**src/hw/rtl/brc_pkg.sv**
```systemverilog
// Shared types, widths, register indexes and reset values for the
// cascaded balance controller. No dependencies.
package brc_pkg;

    localparam int GAIN_W    = 32;
    localparam int ANGLE_W   = 17;
    localparam int RATE_W    = 16;
    localparam int COUNT_W   = 16;
    localparam int HEAD_W    = 8;
    localparam int DRIVE_W   = 32;
    localparam int CFG_W     = 32;
    localparam int REG_IDX_W = 3;
    localparam int SPEED_W   = 32;
    localparam int INTEG_W   = 23;
    localparam int NUM_W     = 34;
    localparam int PROD_W    = 64;
    localparam int TERM_W    = 36;

    localparam int UP_SHIFT    = 24;
    localparam int SPD_SHIFT   = 30;
    localparam int RATE_SHIFT  = 8;
    localparam int INTEG_SHIFT = 6;

    localparam int DIV_STEP_DEF = 8;

    localparam logic [REG_IDX_W-1:0] REG_BALANCE_KP     = 3'd0;
    localparam logic [REG_IDX_W-1:0] REG_BALANCE_KD     = 3'd1;
    localparam logic [REG_IDX_W-1:0] REG_VELOCITY_KP    = 3'd2;
    localparam logic [REG_IDX_W-1:0] REG_VELOCITY_KI    = 3'd3;
    localparam logic [REG_IDX_W-1:0] REG_TURN_KP        = 3'd4;
    localparam logic [REG_IDX_W-1:0] REG_TURN_KD        = 3'd5;
    localparam logic [REG_IDX_W-1:0] REG_BALANCE_OFFSET = 3'd6;

    localparam logic signed [GAIN_W-1:0]  BALANCE_KP_RST     = 32'sd45875200;
    localparam logic signed [GAIN_W-1:0]  BALANCE_KD_RST     = 32'sd78643;
    localparam logic signed [GAIN_W-1:0]  VELOCITY_KP_RST    = 32'sd13107200;
    localparam logic signed [GAIN_W-1:0]  VELOCITY_KI_RST    = 32'sd0;
    localparam logic signed [GAIN_W-1:0]  TURN_KP_RST        = 32'sd0;
    localparam logic signed [GAIN_W-1:0]  TURN_KD_RST        = 32'sd0;
    localparam logic signed [ANGLE_W-1:0] BALANCE_OFFSET_RST = 17'sd0;

    localparam logic signed [ANGLE_W-1:0] TILT_LIMIT     = 17'sd15360;
    localparam logic signed [ANGLE_W-1:0] TILT_LIMIT_NEG = -17'sd15360;
    localparam logic signed [INTEG_W-1:0] INTEG_LIMIT     = 23'sd2560000;
    localparam logic signed [INTEG_W-1:0] INTEG_LIMIT_NEG = -23'sd2560000;

    typedef enum logic [1:0] {
        SH_NONE,
        SH_RATE,
        SH_INTEG
    } t_pshift;

    typedef enum logic [1:0] {
        TERM_UP,
        TERM_SPD,
        TERM_TURN
    } t_term;

    typedef struct packed {
        logic    mul_en;
        logic    acc_en;
        logic    acc_load;
        logic    acc_neg;
        t_pshift shift;
        logic    term_wr;
        t_term   term_sel;
    } t_mac_ctl;

endpackage

```
**src/hw/rtl/balance_robot_cascade_pid.sv**
```systemverilog
// Top level of the cascaded balance controller: config registers, sequencer,
// filter state and output register. Depends on brc_pkg, brc_div5, brc_mac.
//
//  channel | direction | handshake                     | payload
//  --------+-----------+-------------------------------+-------------------------------
//  cfg     | in        | i_cfg_we                      | i_cfg_index, i_cfg_data
//  in      | in        | i_in_valid / o_in_stall       | pitch, yaw, rate, counts, heading
//  out     | out       | o_out_valid / i_out_stall     | drive_a, drive_b, tilt_cutoff
//
// A normal tick runs from accepting the beat through the divide, integral
// and product states to loading the output register: the divide-by-five
// filter runs P_DIV_STEP bits a cycle, then six products share one multiplier.
// A tilt cutoff beat goes straight to the output state. o_in_stall is high while
// a tick is in work; the output register lets a new beat in while a result waits.
// Synchronous active-low reset restores gains and clears the speed state.
module balance_robot_cascade_pid
    import brc_pkg::*;
#(
    parameter int P_DIV_STEP = DIV_STEP_DEF
) (
    input  logic                      i_clk,
    input  logic                      i_rst_n,
    input  logic                      i_cfg_we,
    input  logic [REG_IDX_W-1:0]      i_cfg_index,
    input  logic [CFG_W-1:0]          i_cfg_data,
    input  logic                      i_in_valid,
    output logic                      o_in_stall,
    input  logic signed [ANGLE_W-1:0] i_pitch_angle,
    input  logic signed [ANGLE_W-1:0] i_yaw_angle,
    input  logic signed [RATE_W-1:0]  i_pitch_rate,
    input  logic signed [COUNT_W-1:0] i_left_count,
    input  logic signed [COUNT_W-1:0] i_right_count,
    input  logic [HEAD_W-1:0]         i_target_heading,
    output logic                      o_out_valid,
    input  logic                      i_out_stall,
    output logic signed [DRIVE_W-1:0] o_drive_a,
    output logic signed [DRIVE_W-1:0] o_drive_b,
    output logic                      o_tilt_cutoff
);

    typedef enum logic [2:0] {
        S_IDLE,
        S_DIV,
        S_INT,
        S_MAC,
        S_SUM
    } t_state;

    localparam int ISUM_W = INTEG_W + 4;

    t_state r_state;
    logic [2:0] r_step;

    logic signed [GAIN_W-1:0]  r_balance_kp;
    logic signed [GAIN_W-1:0]  r_balance_kd;
    logic signed [GAIN_W-1:0]  r_velocity_kp;
    logic signed [GAIN_W-1:0]  r_velocity_ki;
    logic signed [GAIN_W-1:0]  r_turn_kp;
    logic signed [GAIN_W-1:0]  r_turn_kd;
    logic signed [ANGLE_W-1:0] r_balance_offset;

    logic signed [SPEED_W-1:0] r_speed_f;
    logic signed [INTEG_W-1:0] r_speed_i;

    logic signed [ANGLE_W-1:0] r_pitch;
    logic signed [ANGLE_W-1:0] r_yaw;
    logic signed [RATE_W-1:0]  r_rate;
    logic [HEAD_W-1:0]         r_head;
    logic                      r_cut;

    logic                      r_out_valid;
    logic signed [DRIVE_W-1:0] r_drive_a;
    logic signed [DRIVE_W-1:0] r_drive_b;
    logic                      r_tilt;

    logic                      w_accept;
    logic                      w_tilt;
    logic signed [COUNT_W:0]   w_count_sum;
    logic signed [30:0]        w_sum_sh;
    logic signed [NUM_W-1:0]   w_num;
    logic                      w_div_done;
    logic signed [SPEED_W-1:0] w_quot;
    logic signed [SPEED_W-1:0] w_sf_bias;
    logic signed [SPEED_W-1:0] w_sf_q;
    logic signed [ISUM_W-1:0]  w_isum;
    logic signed [INTEG_W-1:0] w_integ_new;
    logic signed [ANGLE_W:0]   w_pitch_err;
    logic signed [ANGLE_W:0]   w_head_err;
    t_mac_ctl                  w_ctl;
    logic signed [GAIN_W-1:0]  w_a;
    logic signed [GAIN_W-1:0]  w_b;
    logic signed [TERM_W-1:0]  w_upright;
    logic signed [TERM_W-1:0]  w_speed;
    logic signed [TERM_W-1:0]  w_turn;
    logic signed [TERM_W-1:0]  w_sum_a;
    logic signed [TERM_W-1:0]  w_sum_b;

    function automatic logic signed [DRIVE_W-1:0] sat_drive(
        input logic signed [TERM_W-1:0] v
    );
        logic [TERM_W-DRIVE_W:0] top;
        top = v[TERM_W-1:DRIVE_W-1];
        if (top == '0 || top == '1) begin
            return v[DRIVE_W-1:0];
        end
        return v[TERM_W-1] ? {1'b1, {(DRIVE_W-1){1'b0}}} : {1'b0, {(DRIVE_W-1){1'b1}}};
    endfunction

    always_ff @(posedge i_clk) begin
        if (!i_rst_n) begin
            r_balance_kp     <= BALANCE_KP_RST;
            r_balance_kd     <= BALANCE_KD_RST;
            r_velocity_kp    <= VELOCITY_KP_RST;
            r_velocity_ki    <= VELOCITY_KI_RST;
            r_turn_kp        <= TURN_KP_RST;
            r_turn_kd        <= TURN_KD_RST;
            r_balance_offset <= BALANCE_OFFSET_RST;
        end else if (i_cfg_we) begin
            unique case (i_cfg_index)
                REG_BALANCE_KP:     r_balance_kp     <= i_cfg_data;
                REG_BALANCE_KD:     r_balance_kd     <= i_cfg_data;
                REG_VELOCITY_KP:    r_velocity_kp    <= i_cfg_data;
                REG_VELOCITY_KI:    r_velocity_ki    <= i_cfg_data;
                REG_TURN_KP:        r_turn_kp        <= i_cfg_data;
                REG_TURN_KD:        r_turn_kd        <= i_cfg_data;
                REG_BALANCE_OFFSET: r_balance_offset <= i_cfg_data[ANGLE_W-1:0];
                default: ;
            endcase
        end
    end

    assign w_accept = i_in_valid && (r_state == S_IDLE);
    assign w_tilt   = (i_pitch_angle > TILT_LIMIT) || (i_pitch_angle < TILT_LIMIT_NEG);

    // filter numerator: 4*s + (left + right) * 2^14
    assign w_count_sum = {i_left_count[COUNT_W-1], i_left_count}
                       + {i_right_count[COUNT_W-1], i_right_count};
    assign w_sum_sh    = {w_count_sum, 14'd0};
    assign w_num       = {r_speed_f, 2'b00} + NUM_W'(w_sum_sh);

    brc_div5 #(
        .P_DIV_STEP (P_DIV_STEP)
    ) u_div (
        .i_clk   (i_clk),
        .i_rst_n (i_rst_n),
        .i_start (w_accept && !w_tilt),
        .i_num   (w_num),
        .o_done  (w_div_done),
        .o_quot  (w_quot)
    );

    // integral += trunc0(s / 64), clamped
    assign w_sf_bias = r_speed_f + {26'd0, {6{r_speed_f[SPEED_W-1]}}};
    assign w_sf_q    = w_sf_bias >>> 6;
    assign w_isum    = ISUM_W'(r_speed_i) + ISUM_W'(w_sf_q);

    always_comb begin
        if (w_isum > ISUM_W'(INTEG_LIMIT)) begin
            w_integ_new = INTEG_LIMIT;
        end else if (w_isum < ISUM_W'(INTEG_LIMIT_NEG)) begin
            w_integ_new = INTEG_LIMIT_NEG;
        end else begin
            w_integ_new = w_isum[INTEG_W-1:0];
        end
    end

    assign w_pitch_err = {r_pitch[ANGLE_W-1], r_pitch}
                       - {r_balance_offset[ANGLE_W-1], r_balance_offset};
    assign w_head_err  = $signed({2'b00, r_head, 8'd0}) - {r_yaw[ANGLE_W-1], r_yaw};

    // product k issues at step k, accumulates at step k+1; terms land after
    // each pair is summed
    always_comb begin
        w_ctl = '0;
        w_a   = '0;
        w_b   = '0;
        if (r_state == S_MAC) begin
            unique case (r_step)
                3'd0: begin
                    w_ctl.mul_en = 1'b1;
                    w_a = r_balance_kp;
                    w_b = GAIN_W'(w_pitch_err);
                end
                3'd1: begin
                    w_ctl.mul_en   = 1'b1;
                    w_ctl.acc_en   = 1'b1;
                    w_ctl.acc_load = 1'b1;
                    w_a = r_balance_kd;
                    w_b = GAIN_W'(r_rate);
                end
                3'd2: begin
                    w_ctl.mul_en = 1'b1;
                    w_ctl.acc_en = 1'b1;
                    w_ctl.shift  = SH_RATE;
                    w_a = r_velocity_kp;
                    w_b = r_speed_f;
                end
                3'd3: begin
                    w_ctl.mul_en   = 1'b1;
                    w_ctl.acc_en   = 1'b1;
                    w_ctl.acc_load = 1'b1;
                    w_ctl.term_wr  = 1'b1;
                    w_ctl.term_sel = TERM_UP;
                    w_a = r_velocity_ki;
                    w_b = GAIN_W'(r_speed_i);
                end
                3'd4: begin
                    w_ctl.mul_en = 1'b1;
                    w_ctl.acc_en = 1'b1;
                    w_ctl.shift  = SH_INTEG;
                    w_a = r_turn_kp;
                    w_b = GAIN_W'(w_head_err);
                end
                3'd5: begin
                    w_ctl.mul_en   = 1'b1;
                    w_ctl.acc_en   = 1'b1;
                    w_ctl.acc_load = 1'b1;
                    w_ctl.acc_neg  = 1'b1;
                    w_ctl.term_wr  = 1'b1;
                    w_ctl.term_sel = TERM_SPD;
                    w_a = r_turn_kd;
                    w_b = GAIN_W'(r_yaw);
                end
                3'd6: begin
                    w_ctl.acc_en  = 1'b1;
                    w_ctl.acc_neg = 1'b1;
                end
                default: begin
                    w_ctl.term_wr  = 1'b1;
                    w_ctl.term_sel = TERM_TURN;
                end
            endcase
        end
    end

    brc_mac u_mac (
        .i_clk     (i_clk),
        .i_ctl     (w_ctl),
        .i_a       (w_a),
        .i_b       (w_b),
        .o_upright (w_upright),
        .o_speed   (w_speed),
        .o_turn    (w_turn)
    );

    assign w_sum_a = w_upright + w_speed + w_turn;
    assign w_sum_b = w_upright + w_speed - w_turn;

    always_ff @(posedge i_clk) begin
        if (!i_rst_n) begin
            r_state     <= S_IDLE;
            r_step      <= '0;
            r_out_valid <= 1'b0;
            r_speed_f   <= '0;
            r_speed_i   <= '0;
            r_cut       <= 1'b0;
        end else begin
            if (r_out_valid && !i_out_stall) begin
                r_out_valid <= 1'b0;
            end
            unique case (r_state)
                S_IDLE: begin
                    if (w_accept) begin
                        r_pitch <= i_pitch_angle;
                        r_yaw   <= i_yaw_angle;
                        r_rate  <= i_pitch_rate;
                        r_head  <= i_target_heading;
                        r_cut   <= w_tilt;
                        if (w_tilt) begin
                            r_speed_f <= '0;
                            r_speed_i <= '0;
                            r_state   <= S_SUM;
                        end else begin
                            r_state <= S_DIV;
                        end
                    end
                end
                S_DIV: begin
                    if (w_div_done) begin
                        r_speed_f <= w_quot;
                        r_state   <= S_INT;
                    end
                end
                S_INT: begin
                    r_speed_i <= w_integ_new;
                    r_step    <= '0;
                    r_state   <= S_MAC;
                end
                S_MAC: begin
                    r_step <= r_step + 1'b1;
                    if (r_step == 3'd7) begin
                        r_state <= S_SUM;
                    end
                end
                S_SUM: begin
                    if (!r_out_valid || !i_out_stall) begin
                        r_out_valid <= 1'b1;
                        r_tilt      <= r_cut;
                        r_drive_a   <= r_cut ? '0 : sat_drive(w_sum_a);
                        r_drive_b   <= r_cut ? '0 : sat_drive(w_sum_b);
                        r_state     <= S_IDLE;
                    end
                end
                default: r_state <= S_IDLE;
            endcase
        end
    end

    assign o_in_stall    = (r_state != S_IDLE);
    assign o_out_valid   = r_out_valid;
    assign o_drive_a     = r_drive_a;
    assign o_drive_b     = r_drive_b;
    assign o_tilt_cutoff = r_tilt;

    a_cut_zero: assert property (@(posedge i_clk) disable iff (!i_rst_n)
        o_out_valid && o_tilt_cutoff |-> (o_drive_a == '0) && (o_drive_b == '0))
        else $error("tilt cutoff beat with nonzero drive");

    a_busy_after_accept: assert property (@(posedge i_clk) disable iff (!i_rst_n)
        w_accept |=> o_in_stall)
        else $error("input not stalled after accepting a beat");

    a_integ_clamp: assert property (@(posedge i_clk) disable iff (!i_rst_n)
        1'b1 |-> (r_speed_i <= INTEG_LIMIT) && (r_speed_i >= INTEG_LIMIT_NEG))
        else $error("speed integral out of clamp range");

    a_div_done_state: assert property (@(posedge i_clk) disable iff (!i_rst_n)
        w_div_done |-> (r_state == S_DIV))
        else $error("divider finished outside the divide state");

endmodule

```
**src/hw/rtl/brc_div5.sv**
```systemverilog
// Digit-serial restoring divider by five for the speed low-pass filter.
// Quotient truncates toward zero. Depends on brc_pkg.
module brc_div5
    import brc_pkg::*;
#(
    parameter int P_DIV_STEP = DIV_STEP_DEF
) (
    input  logic                      i_clk,
    input  logic                      i_rst_n,
    input  logic                      i_start,
    input  logic signed [NUM_W-1:0]   i_num,
    output logic                      o_done,
    output logic signed [SPEED_W-1:0] o_quot
);

    localparam int MAG_W   = NUM_W;
    localparam int N_STEPS = (MAG_W + P_DIV_STEP - 1) / P_DIV_STEP;
    localparam int SR_W    = N_STEPS * P_DIV_STEP;
    localparam int CNT_W   = $clog2(N_STEPS + 1);

    logic [SR_W-1:0]  r_sr;
    logic [SR_W-1:0]  n_sr;
    logic [2:0]       r_rem;
    logic [2:0]       n_rem;
    logic [CNT_W-1:0] r_cnt;
    logic             r_busy;
    logic             r_neg;
    logic             r_done;
    logic [MAG_W-1:0] w_mag;
    logic [SPEED_W-1:0] w_q;

    assign w_mag = i_num[NUM_W-1] ? MAG_W'(-i_num) : MAG_W'(i_num);

    always_comb begin
        logic [3:0] t;
        n_sr  = r_sr;
        n_rem = r_rem;
        for (int k = 0; k < P_DIV_STEP; k++) begin
            t    = {n_rem, n_sr[SR_W-1]};
            n_sr = {n_sr[SR_W-2:0], 1'b0};
            if (t >= 4'd5) begin
                t       = t - 4'd5;
                n_sr[0] = 1'b1;
            end
            n_rem = t[2:0];
        end
    end

    always_ff @(posedge i_clk) begin
        if (!i_rst_n) begin
            r_busy <= 1'b0;
            r_done <= 1'b0;
            r_cnt  <= '0;
        end else begin
            r_done <= 1'b0;
            if (i_start) begin
                r_busy <= 1'b1;
                r_cnt  <= CNT_W'(N_STEPS);
                r_sr   <= SR_W'(w_mag);
                r_rem  <= '0;
                r_neg  <= i_num[NUM_W-1];
            end else if (r_busy) begin
                r_sr  <= n_sr;
                r_rem <= n_rem;
                r_cnt <= r_cnt - 1'b1;
                if (r_cnt == CNT_W'(1)) begin
                    r_busy <= 1'b0;
                    r_done <= 1'b1;
                end
            end
        end
    end

    assign w_q    = r_sr[SPEED_W-1:0];
    assign o_quot = r_neg ? -w_q : w_q;
    assign o_done = r_done;

endmodule

```
**src/hw/rtl/brc_mac.sv**
```systemverilog
// Shared 32x32 multiplier, product accumulator and truncating scaler that
// builds the upright, speed and heading terms. Depends on brc_pkg.
module brc_mac
    import brc_pkg::*;
(
    input  logic                     i_clk,
    input  t_mac_ctl                 i_ctl,
    input  logic signed [GAIN_W-1:0] i_a,
    input  logic signed [GAIN_W-1:0] i_b,
    output logic signed [TERM_W-1:0] o_upright,
    output logic signed [TERM_W-1:0] o_speed,
    output logic signed [TERM_W-1:0] o_turn
);

    logic signed [PROD_W-1:0] r_prod;
    logic signed [PROD_W-1:0] r_acc;
    logic signed [PROD_W-1:0] w_sh;
    logic signed [PROD_W-1:0] w_add;
    logic signed [PROD_W-1:0] w_bias;
    logic signed [PROD_W-1:0] w_rnd;
    logic signed [TERM_W-1:0] w_term;
    logic signed [TERM_W-1:0] r_upright;
    logic signed [TERM_W-1:0] r_speed;
    logic signed [TERM_W-1:0] r_turn;

    always_comb begin
        case (i_ctl.shift)
            SH_RATE:  w_sh = r_prod <<< RATE_SHIFT;
            SH_INTEG: w_sh = r_prod <<< INTEG_SHIFT;
            default:  w_sh = r_prod;
        endcase
        w_add = i_ctl.acc_neg ? -w_sh : w_sh;
    end

    // truncate toward zero: bias negative sums before the arithmetic shift
    always_comb begin
        if (i_ctl.term_sel == TERM_SPD) begin
            w_bias = r_acc[PROD_W-1] ? ((PROD_W'(1) <<< SPD_SHIFT) - PROD_W'(1)) : '0;
            w_rnd  = r_acc + w_bias;
            w_term = TERM_W'(w_rnd >>> SPD_SHIFT);
        end else begin
            w_bias = r_acc[PROD_W-1] ? ((PROD_W'(1) <<< UP_SHIFT) - PROD_W'(1)) : '0;
            w_rnd  = r_acc + w_bias;
            w_term = TERM_W'(w_rnd >>> UP_SHIFT);
        end
    end

    always_ff @(posedge i_clk) begin
        if (i_ctl.mul_en) begin
            r_prod <= PROD_W'(i_a) * PROD_W'(i_b);
        end
        if (i_ctl.acc_en) begin
            r_acc <= (i_ctl.acc_load ? '0 : r_acc) + w_add;
        end
        if (i_ctl.term_wr) begin
            case (i_ctl.term_sel)
                TERM_UP:  r_upright <= w_term;
                TERM_SPD: r_speed   <= w_term;
                default:  r_turn    <= w_term;
            endcase
        end
    end

    assign o_upright = r_upright;
    assign o_speed   = r_speed;
    assign o_turn    = r_turn;

endmodule

```
**config.mk**
```make
export PLATFORM = sky130hd
export DESIGN_NAME = balance_robot_cascade_pid
export DESIGN_NICKNAME = d
export VERILOG_FILES = /design/src/hw/rtl/brc_pkg.sv /design/src/hw/rtl/balance_robot_cascade_pid.sv /design/src/hw/rtl/brc_div5.sv /design/src/hw/rtl/brc_mac.sv
export SDC_FILE = /design/constraint.sdc
export NUM_CORES = 2
export LEC_CHECK = 0
export ABC_AREA = 1
export ABC_CLOCK_PERIOD_IN_PS = 11560
export BUFFER_PORTS_ARGS = -buffer_cell sky130_fd_sc_hd__buf_2
export CAP_MARGIN = 25
export CORE_MARGIN = 3
export CORE_UTILIZATION = 35
export DETAILED_ROUTE_END_ITERATION = 12
export SYNTH_ARGS = -nofsm -noshare
export SYNTH_HDL_FRONTEND = slang
export SYNTH_SLANG_ARGS = --single-unit
```
**constraint.sdc**
```tcl
create_clock -name i_clk -period 11.56 [get_ports i_clk]
set_input_delay 1.156 -clock i_clk [delete_from_list [all_inputs] [get_ports i_clk]]
set_output_delay 1.156 -clock i_clk [all_outputs]
set_load 0.05 [all_outputs]
```
Yosys cells after proc, flatten, opt, wreduce, memory -nomap -nowiden
Index checks and enable logic that the tools add are counted.
{ "op_classes": {"bitwise": 3, "n_mul": 1, "n_addsub": 25, "n_eq_ne": 28, "magnitude_cmp": 12, "n_reduce_logical": 47, "n_mux": 77} }
{ "ops": {"columns": ["cell", "n"], "rows": [
  ["$mux 32", 12],
  ["$pmux 32 s6", 2],
  ["$mux 64", 2],
  ["$pmux 64 s2", 1],
  ["$mux 23", 4],
  ["$add 36x36->36", 2],
  ["$mux 34", 2],
  ["$add 64x31->64", 1],
  ["$add 64x64->64", 1],
  ["$mul 32x32->64", 1],
  ["$neg 64->64", 1],
  ["$pmux 32 s2", 1],
  ["$add 60x60->60", 1],
  ["$mux 3", 16],
  ["$pmux 23 s2", 1],
  ["$mux 40", 1],
  ["$mux 36", 1],
  ["$sub 17x17->18", 2],
  ["$sub 36x36->36", 1],
  ["$add 34x34->34", 1],
  ["$neg 34->34", 1],
  ["$add 32x6->32", 1],
  ["$ge 4x3->1 const B", 8],
  ["$neg 32->32", 1],
  ["other kinds (41)", 128]
]} }
{ "word_totals": {"elab_cells": 226, "ff_bits": 680, "in_bits": 130, "out_inout_bits": 67} }

Longest topological paths before layout
{ "logic_depth": {"word_depth": 18, "depth_mapped": 56, "mapped_depth_nobuf": 56} }

Modules after synthesis
Synthesis repeated with hierarchy kept, for this count alone.
{ "unflattened": {"hier_cells": 12404, "area_unflattened_um2": 90623.2} }
{ "modules_own_cells": {"columns": ["mod", "seq_area_each_um2", "n_inst", "cells_per_inst", "area_per_inst_um2"], "rows": [
  ["brc_mac", 7086.8, 1, 7771, 58092.0],
  ["balance_robot_cascade_pid", 9138.8, 1, 4086, 28279.6],
  ["brc_div5", 1421.4, 1, 547, 4251.6]
]} }

Worst setup path after synthesis
No wires, ideal clock.
{ "synth_timing": {"kind": "reg-to-reg", "start": "register r_state[1]", "end": "register u_mac.r_prod[60] (data pin)", "setup_time_ns": 0.265, "setup_slack_ns": -0.005, "period_less_slack_ns": 11.565, "arrival_time_ns": 11.300, "required_time_ns": 11.295, "n_path_buf": 1, "path_stages_with_launch": 32, "path_cell_list": "dfxtp_1 inv_1 nor3_2 inv_1 nor2_1 nand2_1 inv_1 clkbuf_1 nand2_1 fa_1 inv_1 fa_1 inv_1 fa_1 fa_1 inv_1 fa_1 fa_1 fa_1 fa_1 ha_1 a21oi_1 inv_1 a21oi_1 inv_1 a2111oi_0 nand3_1 nand4_1 o211ai_1 a21oi_1 o211ai_1 xor2_1"} }
{ "synth_between": {"elab_chain_cells": 3, "elab_cells_between_ends": 4, "cone_classes": "mul: 1; eq/ne: 1; mux: 2"} }
{ "synth_lines": {"columns": ["item", "line_no", "text"], "rows": [
  ["start, declared", "balance_robot_cascade_pid.sv:51", "t_state r_state;"],
  ["start signal, assigned", "balance_robot_cascade_pid.sv:251", "r_state <= S_IDLE;"],
  ["start signal, assigned", "balance_robot_cascade_pid.sv:272", "r_state <= S_SUM;"],
  ["start signal, assigned", "balance_robot_cascade_pid.sv:274", "r_state <= S_DIV;"],
  ["$eq 3x2->1 *", "balance_robot_cascade_pid.sv:177", "if (r_state == S_MAC) begin"],
  ["$mux 32", "balance_robot_cascade_pid.sv:177", null],
  ["$mul 32x32->64 *", "brc_mac.sv:50", "r_prod <= PROD_W'(i_a) * PROD_W'(i_b);"],
  ["end signal, assigned", "brc_mac.sv:50", null],
  ["end, declared", "brc_mac.sv:15", "logic signed [PROD_W-1:0] r_prod;"]
]} }
Mark *: on every way between the ends. The rest lies on a longest branch, timed or not.
A chain may end at the register's enable or synchronous reset.

Final worst setup path
{ "layout_timing": {"start": "register r_yaw[1]", "end": "register u_mac.r_prod[60] (data pin)"} }
{ "layout_between": {"elab_chain_cells": 4} }
{ "layout_lines": {"columns": ["item", "line_no", "text"], "rows": [
  ["start, declared", "balance_robot_cascade_pid.sv:66", "logic signed [ANGLE_W-1:0] r_yaw;"],
  ["start signal, assigned", "balance_robot_cascade_pid.sv:265", "r_yaw <= i_yaw_angle;"],
  ["$sub 17x17->18", "balance_robot_cascade_pid.sv:169", "assign w_head_err = $signed({2'b00, r_head, 8'd0}) - {r_yaw[ANGLE_W-1], r_yaw};"],
  ["$pmux 32 s6 *", "balance_robot_cascade_pid.sv:178", "unique case (r_step)"],
  ["$mux 32 *", "balance_robot_cascade_pid.sv:177", null],
  ["$mul 32x32->64 *", "brc_mac.sv:50", null]
]} }
Marked as above.

==> impl_metrics.toml <==
[outcome]
status = "completed"

[clock_tree]
cts-htree-levels = 3
worstSkewPairLatency_ns = 0.68
cts_buffers = 78
cts.sinks = 680
post_cts_buffers = 0
cts_tree = "done"
clock_path_buffers = 3
clk_pin_slew_ns = 0.06
root_buffer = "clkbuf_16"

[synth]
synthCells = 10200
synth_edf_count = 403
yosysWarningCount = 0
ys_ff_latch = 680
syn_area_um2 = 82400
synth_cell_type_count = 69
synth_fp_nets = 11900
synth_flop_cell = "edfxtp_1"
avgSynthCellArea_um2 = 8.06
ys_seq_area_share_pct = 21.4
async_flop_share_pct = 0

[worst_setup_path]
worst-path-max-fanout = 15
crit_required_ns = 11.98
slowest_stage = "fa_1"
critical_path_class = "flop to flop"
r2r_slack_ns = 0.82
r2r_cells = 42
cp_slowest_stage_delay_ns = 0.66
r2r_start = "r_yaw[1]"
crit_top_cell = "fa_1"
worst_r2r_endpoint = "u_mac.r_prod[60]"
crit_arrival_ns = 11.16
start_kind = "flop"
crit_path_end_kind = "flop"

[power_and_ir_drop]
leakagePower_nw = 41.1
intPower_mw = 5.04
ir_drop_mv = 0.117
power.share.clock_pct = 30.6
p_sw_share_pct = 38.7
p_switching_mw = 3.18
seqPwrFrac_pct = 35.6
comb_power_share_pct = 33.9
power_density_nw_per_um2 = 91.2

[global_route]
met1_usage_pct = 30.4
use_met2_pct = 36.0
grt_pass1_vias = 71300
grt_overflow = 0
grt_use_total_pct = 22.1
grt_first_pass_wirelength_um = 418000
antenna_found_initial = 5
grt_max_degree = 112
use_met3_pct = 3.06
top_usage_layer = "met2"

[die]
ios = 197
die_y_um = 491
start_util_pct = 35.3
rows = 177
dieArea_um2 = 241000
coreArea_um2 = 233000
die_width_um = 491

[route]
ant_nets = 0
drc = 0
via_per_inst = 5.15
wl_per_cell_um = 20.0
num_vias = 69600
totalWireLength_um = 271000
first_pass_iters = 5
drt_iter0_markers = 5925

[place]
io_buffers = 196
dp_hpwl_um = 224000
gp_congestion = 0.960
placed_area_um2 = 87400

[worst_hold_path]
holdPathStages = 2
holdCritPathClass = "flop to flop"
hp-start = "r_velocity_ki[15]"
hold_path_end = "r_velocity_ki[15]"

[final_layout]
final_area_um2 = 90100
fillers = 24000
multiInputGateArea_um2 = 55500
final-seq-area_um2 = 17600
drive_above_1_share_pct = 6.54
area_growth_pct = 9.40
final_nets = 12000

[sta]
worst_pin_slew_ns = 1.00
finClkSkew_ns = 0.0277
finalCritPeriodShare_pct = 92.9
hold_viol_final = 0
setup_tns_ns = 0
drv_slew = 0
clock.fmax_mhz = 93.1
slew_headroom_pct = 32.9
rsz0062_at_grt = "false"
setup_viol = 0
layout_min_cycle_time_ns = 10.74

[job]
cap_violations = 0
critical path, delay by kind of cell (launching register included):
kind	cells	cell delay [ns]
simple gates	14	2.47
flops	1	0.39
buf+inv	7	0.75
compound gates	9	1.76
fa+ha+maj	10	4.76
xor+xnor	2	0.31
worst max path at each step:
stage | startpoint | to | slack (ns)
3_3_place_gp | r_yaw[0] | u_mac.r_prod[62] | 0.82
6_report | r_yaw[1] | u_mac.r_prod[60] | 0.82
5_1_grt | r_pitch[0] | u_mac.r_prod[60] | 0.10
3_5_place_dp | r_yaw[1] | u_mac.r_prod[62] | 0.73
4_1_cts | r_yaw[1] | u_mac.r_prod[62] | 0.71
2_1_floorplan | r_state[1] | u_mac.r_prod[61] | 1.22
synth_stat cells, drive strengths merged (4+ instances only):
cell type  instances  area [µm²]
o21a              31         233
a2111oi           16         140
nand3b             5        41.3
a31oi             79         500
or2                9        56.3
a211oi            27         203
inv             2118        7950
o211ai            41         318
a21o              27         203
ha               502        6280
nand4             68         447
o22ai             56         350
a221oi            18         158
dfxtp            277        5550
fa              1090       21800
nand3            236        1230
nor3             135         728
buf               88         489
xor2             306        2680
nand2           1681        6370
nor2            1080        4130
edfxtp           403       12100
o32ai              4        35.0
nor4              30         188
clkbuf           282        1060
o31ai             23         173
a21oi            721        3660
o221ai            62         543
o21ai            605        3080
clkinv            16        61.3
xnor2            106         928
o311ai             6        52.6
a21boi            24         188
o21bai            26         203
o2111ai           11        96.3
final cells by class:
| cell class | instances | share of cell area [%] |
|---|---|---|
| multi-input combinational | 7042 | 61.5 |
| inverter | 2134 | 8.89 |
| antenna | 3 | 0.00833 |
| clock inverter | 37 | 0.473 |
| sequential | 680 | 19.6 |
| tap | 3132 | 4.35 |
| timing repair buffer | 382 | 2.76 |
| clock buffer | 107 | 2.42 |
cell usage in the layout (no fill, tap or decap), drive strengths merged, types with 18 or more instances in the layout:
| master | instances |
|---|---|
| edfxtp | 403 |
| xor2 | 306 |
| xnor2 | 106 |
| clkinv | 39 |
| a31oi | 79 |
| o21ai | 605 |
| inv | 2122 |
| buf | 382 |
| o21bai | 26 |
| a21o | 27 |
| nor3 | 135 |
| o221ai | 62 |
| a21oi | 721 |
| a221oi | 18 |
| a21boi | 24 |
| nor4 | 30 |
| nand4 | 68 |
| o22ai | 56 |
| clkbuf | 107 |
| nand2 | 1681 |
| o21a | 31 |
| o211ai | 41 |
| a211oi | 27 |
| ha | 502 |
| nand3 | 236 |
| fa | 1090 |
| nor2 | 1080 |
| dfxtp | 277 |
| o31ai | 23 |
power by group through the flow:
stage	clock (mW)	sequential, mW	combinational (mW)
after floorplan	0	3.02	1.76
after global placement	0	2.97	2.69
after detailed placement	0	2.97	2.75
after CTS	2.57	2.92	2.76
after global routing	2.66	2.94	3.06
final	2.51	2.92	2.78
kinds of logic (layout without fill, tap and decap cells):
logic type / after synthesis / in the layout / synth area share (%)
other cells: 0 / 3 / 0
compound gates: 1787 / 1787 / 12.4
buf+inv: 2504 / 2660 / 11.6
flops: 680 / 680 / 21.4
simple gates: 3251 / 3251 / 16.1
xor+xnor: 412 / 412 / 4.38
fa+ha+maj: 1592 / 1592 / 34.1
timing repair:
action / CTS / global route
endpoints found under the setup margin: 0 / 3
hold buffers: 0 / 0
resized for setup: 0 / 1
stage by stage:
stage	setup WS (ns)	std cells	util, %	hold WS, ns	total power, mW
global route	0.103	13500	38.6	0.471	8.67
global placement	0.816	13400	37.4	0.433	5.65
floorplan	1.22	10200	-	0.406	4.78
finish	0.816	13500	38.6	0.448	8.22
CTS	0.706	13500	38.6	0.447	8.26
detailed placement	0.727	13400	37.5	0.437	5.72
flip-flops by register name (all words and copies together), names as in the netlist, 17 cells and up:
register          count
r_turn_kd            32
r_turn_kp            32
r_balance_kd         32
o_drive_b            32
r_velocity_ki        32
o_drive_a            32
u_mac.r_prod         64
u_mac.o_upright      36
r_balance_kp         32
r_speed_i            23
r_balance_offset     17
u_mac.o_turn         36
u_mac.r_acc          64
r_velocity_kp        32
r_speed_f            32
u_mac.o_speed        36
u_div.r_sr           40
r_yaw                17
r_pitch              17
routing by layer:
metal / routed length, µm / up-vias
met4: 8580 / 4
met5: 25 / -
met2: 123000 / 2456
met3: 18600 / 410
met1: 120000 / 34400
li1: - / 32400
Note: power is estimated with default switching activity, not from simulation.
